### src/hdl/lagw_pkg.sv
package lagw_pkg;

  typedef struct packed {
    logic [15:0] thresh_neg_x;
    logic [15:0] thresh_pos_x;
    logic [15:0] thresh_neg_y;
    logic [15:0] thresh_pos_y;
    logic [15:0] thresh_neg_z;
    logic [5:0]  target_extent;
    logic [5:0]  launch_offset;
  } cfg_t;

  typedef enum logic [2:0] {
    REG_THRESH_NEG_X  = 3'd0,
    REG_THRESH_POS_X  = 3'd1,
    REG_THRESH_NEG_Y  = 3'd2,
    REG_THRESH_POS_Y  = 3'd3,
    REG_THRESH_NEG_Z  = 3'd4,
    REG_TARGET_EXTENT = 3'd5,
    REG_LAUNCH_OFFSET = 3'd6
  } reg_idx_t;

  typedef enum logic [2:0] {
    DIR_NEG_X,
    DIR_POS_X,
    DIR_NEG_Y,
    DIR_POS_Y,
    DIR_NEG_Z,
    DIR_POS_Z
  } dir_t;

  localparam logic [15:0] RST_THRESH_NEG_X  = 16'd11374;
  localparam logic [15:0] RST_THRESH_POS_X  = 16'd22206;
  localparam logic [15:0] RST_THRESH_NEG_Y  = 16'd33038;
  localparam logic [15:0] RST_THRESH_POS_Y  = 16'd43871;
  localparam logic [15:0] RST_THRESH_NEG_Z  = 16'd54703;
  localparam logic [5:0]  RST_TARGET_EXTENT = 6'd48;
  localparam logic [5:0]  RST_LAUNCH_OFFSET = 6'd10;

  // First threshold that holds wins; thresholds need not rise.
  function automatic dir_t dir_of(input logic [15:0] dice, input cfg_t c);
    if (dice <= c.thresh_neg_x) return DIR_NEG_X;
    if (dice <= c.thresh_pos_x) return DIR_POS_X;
    if (dice <= c.thresh_neg_y) return DIR_NEG_Y;
    if (dice <= c.thresh_pos_y) return DIR_POS_Y;
    if (dice <= c.thresh_neg_z) return DIR_NEG_Z;
    return DIR_POS_Z;
  endfunction

endpackage

### src/hdl/lagw_cfg_regs.sv
module lagw_cfg_regs (
  input  logic                clk,
  input  logic                rst_n,
  input  logic                cfg_we,
  input  logic [2:0]          cfg_index,
  input  logic [15:0]         cfg_wdata,
  output lagw_pkg::cfg_t      cfg
);

  lagw_pkg::cfg_t cfg_r;

  always_ff @(posedge clk) begin
    if (!rst_n) begin
      cfg_r.thresh_neg_x  <= lagw_pkg::RST_THRESH_NEG_X;
      cfg_r.thresh_pos_x  <= lagw_pkg::RST_THRESH_POS_X;
      cfg_r.thresh_neg_y  <= lagw_pkg::RST_THRESH_NEG_Y;
      cfg_r.thresh_pos_y  <= lagw_pkg::RST_THRESH_POS_Y;
      cfg_r.thresh_neg_z  <= lagw_pkg::RST_THRESH_NEG_Z;
      cfg_r.target_extent <= lagw_pkg::RST_TARGET_EXTENT;
      cfg_r.launch_offset <= lagw_pkg::RST_LAUNCH_OFFSET;
    end else if (cfg_we) begin
      unique case (lagw_pkg::reg_idx_t'(cfg_index))
        lagw_pkg::REG_THRESH_NEG_X:  cfg_r.thresh_neg_x  <= cfg_wdata;
        lagw_pkg::REG_THRESH_POS_X:  cfg_r.thresh_pos_x  <= cfg_wdata;
        lagw_pkg::REG_THRESH_NEG_Y:  cfg_r.thresh_neg_y  <= cfg_wdata;
        lagw_pkg::REG_THRESH_POS_Y:  cfg_r.thresh_pos_y  <= cfg_wdata;
        lagw_pkg::REG_THRESH_NEG_Z:  cfg_r.thresh_neg_z  <= cfg_wdata;
        lagw_pkg::REG_TARGET_EXTENT: cfg_r.target_extent <= cfg_wdata[5:0];
        lagw_pkg::REG_LAUNCH_OFFSET: cfg_r.launch_offset <= cfg_wdata[5:0];
        default: ;
      endcase
    end
  end

  assign cfg = cfg_r;

endmodule

### config.mk
export PLATFORM = sky130hd
export DESIGN_NAME = lagw_cfg_regs
export DESIGN_NICKNAME = d
export VERILOG_FILES = /design/src/hdl/lagw_pkg.sv /design/src/hdl/lagw_cfg_regs.sv
export SDC_FILE = /design/constraint.sdc
export NUM_CORES = 1
export LEC_CHECK = 0
export ABC_AREA = 0
export BUFFER_PORTS_ARGS = -buffer_cell sky130_fd_sc_hd__buf_2
export CAP_MARGIN = 40
export CORE_MARGIN = 4
export CORE_UTILIZATION = 54
export DETAILED_ROUTE_END_ITERATION = 16
export PLACE_DENSITY = 0.84
export SYNTH_ARGS = -nofsm -noshare
export SYNTH_HDL_FRONTEND = slang
export SYNTH_SLANG_ARGS = --single-unit
### constraint.sdc
create_clock -name clk -period 2.16 [get_ports clk]
set_input_delay 0.432 -clock clk [delete_from_list [all_inputs] [get_ports clk]]
set_output_delay 0.432 -clock clk [all_outputs]
set_load 0.05 [all_outputs]
After elaboration in Yosys (flattened, before gate mapping)
Index checks and enable logic that the tools add are counted.
{ "op_classes": {"n_reduce_logical": 8, "n_eq_ne": 6} }
{ "op_table": {"columns": ["op", "n"], "rows": [
  ["2-bit AND reduction", 7],
  ["3-bit == test (second input constant)", 3],
  ["3-bit by 2-bit == test with 1-bit output (second input constant)", 2],
  ["3-bit by 1-bit == test with 1-bit output (second input constant)", 1],
  ["3-bit logical NOT", 1]
]} }
{ "word_totals": {"reg_bits": 92, "output_inout_bits": 92, "wordCells": 21, "input_bits": 22} }

Longest topological paths before layout
{ "depth": {"word_depth": 2, "ltp_mapped": 5, "mapped_depth_nobuf": 2} }

Worst setup path before layout
Ideal clock, no wire load.
{ "synth_path": {"kind": "input to register", "startpoint": "input port cfg_index[1]", "endpoint": "register cfg_r, in the netlist cfg[86]", "setup_time_ns": 0.124, "n_path_buf": 3, "required_ns": 2.036, "slack_ns": 0.587, "cell_stages": 5, "arrival_time_ns": 1.449, "path_cell_list": "buf_6 -> or4b_1 -> buf_6 -> buf_12 -> mux2i_1"} }
{ "synth_via": {"elab_chain_cells": 2} }
{ "synth_rtl": {"columns": ["item", "line_no", "rtl"], "rows": [
  ["start: declaration", "lagw_cfg_regs.sv:5", "input logic [2:0] cfg_index,"],
  ["3-bit logical NOT", "lagw_cfg_regs.sv:22", "unique case (lagw_pkg::reg_idx_t'(cfg_index))"],
  ["2-bit AND reduction (no source line)", null, null],
  ["end: declaration", "lagw_cfg_regs.sv:10", "lagw_pkg::cfg_t cfg_r;"]
]} }
Every way passes these cells.
A chain may end at the register's enable or synchronous reset.

Worst setup path after layout
{ "layout_path": {"startpoint": "register cfg_r, in the netlist cfg[82]", "endpoint": "output port cfg[82] in the netlist's numbering"} }
{ "layout_rtl": {"columns": ["item", "line_no", "rtl"], "rows": [
  ["end: declaration", "lagw_cfg_regs.sv:7", "output lagw_pkg::cfg_t cfg"]
]} }
No word-level cell between the ends.

==> results.py <==
metrics = {
    "grt": {
        "grt_max_degree": 50,
        "grt_pass1_vias": 2816,
        "antenna_found_initial": 0,
        "overflow": 0,
        "grt_pass1_wl_um": 14100,
        "track_usage_pct": 21.42,
    },
    "sta": {
        "final_max_slew_viol_count": 0,
        "relSlewSlack_pct": 63.32,
        "setup_tns_ns": 0,
        "fmax_mhz": 695.0,
        "final.period_utilization_pct": 66.61,
        "finalCriticalPeriod_ns": 1.439,
        "rsz0062_at_grt": "false",
        "finalHoldViolCount": 0,
        "finalClockSkew_ns": 0,
        "setup_violations": 0,
        "worst_slew_pin_slew_ns": 0.5491,
    },
    "detailed_routing": {
        "avgRoutedWirePerCell_um": 15.86,
        "via_count": 2729,
        "antenna_left": 0,
        "drtIter0Drc": 91,
        "drc_errors": 0,
        "viasPerCell": 5.120,
        "wl_um": 8455,
        "drt_pass1_iterations": 4,
    },
    "power": {
        "power_density_nw_per_um2": 737.4,
        "switching_share_pct": 25.77,
        "p_clk_share_pct": 35.5,
        "seqPwrFrac_pct": 53.1,
        "switchingPower_w": 0.0008511,
        "pwr-share-comb_pct": 11.5,
        "power.leakage_nw": 2.176,
        "p_int_w": 0.002452,
        "ir_worst_vdd_mv": 0.4292,
    },
    "final_layout": {
        "drive_above_1_share_pct": 30.26,
        "layout_commonest_cell": "buf_2",
        "post-route-util_pct": 69.35,
        "antenna_cells": 0,
        "most-common-layout-cells": "buf_2, mux2i_1, dfxtp_1",
        "fill_cells": 518,
        "largest_reg_flops": 92,
        "final_cells": 533,
        "nets": 473,
        "syn_to_final_growth_pct": 23.24,
    },
    "worst_setup_path": {
        "cp_max_fo": 2,
        "path_buf_inv": 1,
        "critical_path_class": "flop to output pin",
        "slowest_delay_ns": 0.38,
        "crit_chain": "buf_2",
        "endpoint_kind": "output pin",
        "worstReg2RegStart": "cfg[77]$_SDFFE_PN1P_",
        "reg2reg_to": "cfg[77]$_SDFFE_PN1P_",
        "cp_top_family": "flip-flops",
        "crit_slowest_cell": "dfxtp_1",
        "r2r_cells": 2,
        "crit_path_start_kind": "flop",
        "critPathArrivalTime_ns": 1.01,
        "crit_required_ns": 1.73,
        "reg2reg_slack_ns": 1.50,
    },
    "place": {
        "gp_congestion": 0.8049,
        "hpwl_um": 6126,
        "port-buffer-count": 113,
        "placed_cells": 517,
    },
    "min_path": {
        "min_path_cells": 3,
        "min_to": "cfg[7]$_SDFFE_PN0P_",
        "worstHoldPathType": "primary input to flop",
        "min_from": "cfg_wdata[1]",
    },
    "die": {
        "die-area_um2": 8107,
        "io_pins": 114,
        "die_w_um": 90.04,
        "start_util_pct": 56.28,
        "rows": 29,
        "die_y_um": 90.04,
        "core-area_um2": 6459,
    },
    "logic_synthesis": {
        "synth.avg_cell_area_um2": 10.54,
        "synth_cells": 345,
        "ys_seq_area_share_pct": 50.67,
        "ys_seq_elements": 92,
        "synth_area_um2": 3635,
        "synth_cell_types": 14,
        "synthesis.nets": 367,
        "synth_warnings": 0,
    },
    "clock_tree": {
        "cts_root_buf": "clkbuf_8",
        "clk_latency_ns": 0.34,
        "clock-sinks": 92,
        "cts_hold_buf": 0,
        "clk_pin_slew_ns": 0.09,
        "cts_resized": 0,
        "numCtsBuffers": 9,
        "htreeDepth": 3,
        "postCtsSetupRepairBufs": 0,
        "cts_tree": "built",
        "cts_buffer_depth": 2,
    },
    "outcome": {
        "outcome": "finished, final reports clean",
    },
    "run": {
        "max_cap_viol_count": 0,
    },
}
[power by group through the flow]
| stage | sequential [W] | clock (W) | combinational [W] |
|---|---|---|---|
| 3_5_place_dp | 0.00179 | 0 | 0.000380 |
| 6_report | 0.00175 | 0.00117 | 0.000379 |
| 2_1_floorplan | 0.00192 | 0 | 0.000144 |
| 3_3_place_gp | 0.00179 | 0 | 0.000375 |
| 5_1_grt | 0.00176 | 0.00128 | 0.000402 |
| 4_1_cts | 0.00175 | 0.00120 | 0.000381 |
[per-stage QoR]
| stage | setup slack (ns) | total power, W | instance area, um^2 | hold WS, ns |
|---|---|---|---|---|
| 4_1_cts | 0.7162 | 0.003330 | 4479 | 0.3295 |
| 5_1_grt | 0.6819 | 0.003438 | 4479 | 0.3612 |
| 3_5_place_dp | 0.4979 | 0.002173 | 4277 | 0.4506 |
| 6_report | 0.7212 | 0.003303 | 4479 | 0.3374 |
| 2_1_floorplan | 0.5866 | 0.002066 | 3635 | 0.5742 |
| 3_3_place_gp | 0.5245 | 0.002166 | 4277 | 0.4407 |
[synth_stat cells]
master     count  area, um^2
nand2_1       59       221.5
and4b_1        2       20.02
buf_6          2       22.52
nand4b_1       3       26.28
buf_12         1       20.02
clkbuf_1      16       60.06
nand4bb_1      2       22.52
dfxtp_1       92        1842
nor2b_1       65       406.6
or4b_1         1       10.01
mux2i_1       92       920.9
buf_4          1       7.510
buf_2          7       35.03
nor4bb_1       2       20.02
[cell type report]
cell class                      instances  area (um^2)  share of cell area (%)
Multi-Input combinational cell        226         1678                   37.46
Timing Repair Buffer                  122        660.6                   14.75
Sequential cell                        92         1842                   41.12
Clock inverter                          3        43.79                  0.9777
Tap cell                               77        96.34                   2.151
Clock buffer                           13        158.9                   3.547
[logic make-up after synthesis]
group	count (synthesis)	share of synthesized area [%]
flip-flops	92	50.67
multiplexers	92	25.34
AND/OR/NAND/NOR	134	20.00
buffers and inverters	27	3.993
[worst max path at each step]
stage | startpoint | end | slack [ns] | cells past startpoint
6_report | cfg[82]$_SDFFE_PN1P_ | cfg[82] | 0.72 | 1
4_1_cts | cfg[59]$_SDFFE_PN1P_ | cfg[59] | 0.72 | 1
3_3_place_gp | cfg_index[0] | cfg[79]$_SDFFE_PN1P_ | 0.52 | 4
5_1_grt | cfg[77]$_SDFFE_PN1P_ | cfg[77] | 0.68 | 1
3_5_place_dp | cfg_index[0] | cfg[77]$_SDFFE_PN1P_ | 0.50 | 4
2_1_floorplan | cfg_index[1] | cfg[86]$_SDFFE_PN1P_ | 0.59 | 5
[worst reg2reg max path, cell delays in order, from the launching register on]
cell and delay [ns]:
dfxtp_1 0.33, nor2b_1 0.12, mux2i_1 0.08
[per-layer routing]
metal / GRT usage, % / wire [um] / share of wire (%) / up-vias
met4: 7.653 / 150 / 1.8 / 0
met5: 0 / 0 / 0 / -
li1: - / - / - / 1350
met2: 34.79 / 3921 / 46 / 91
met3: 7.012 / 617 / 7.3 / 15
met1: 26.66 / 3766 / 45 / 1273
Note: power is estimated with default switching activity, not from simulation.
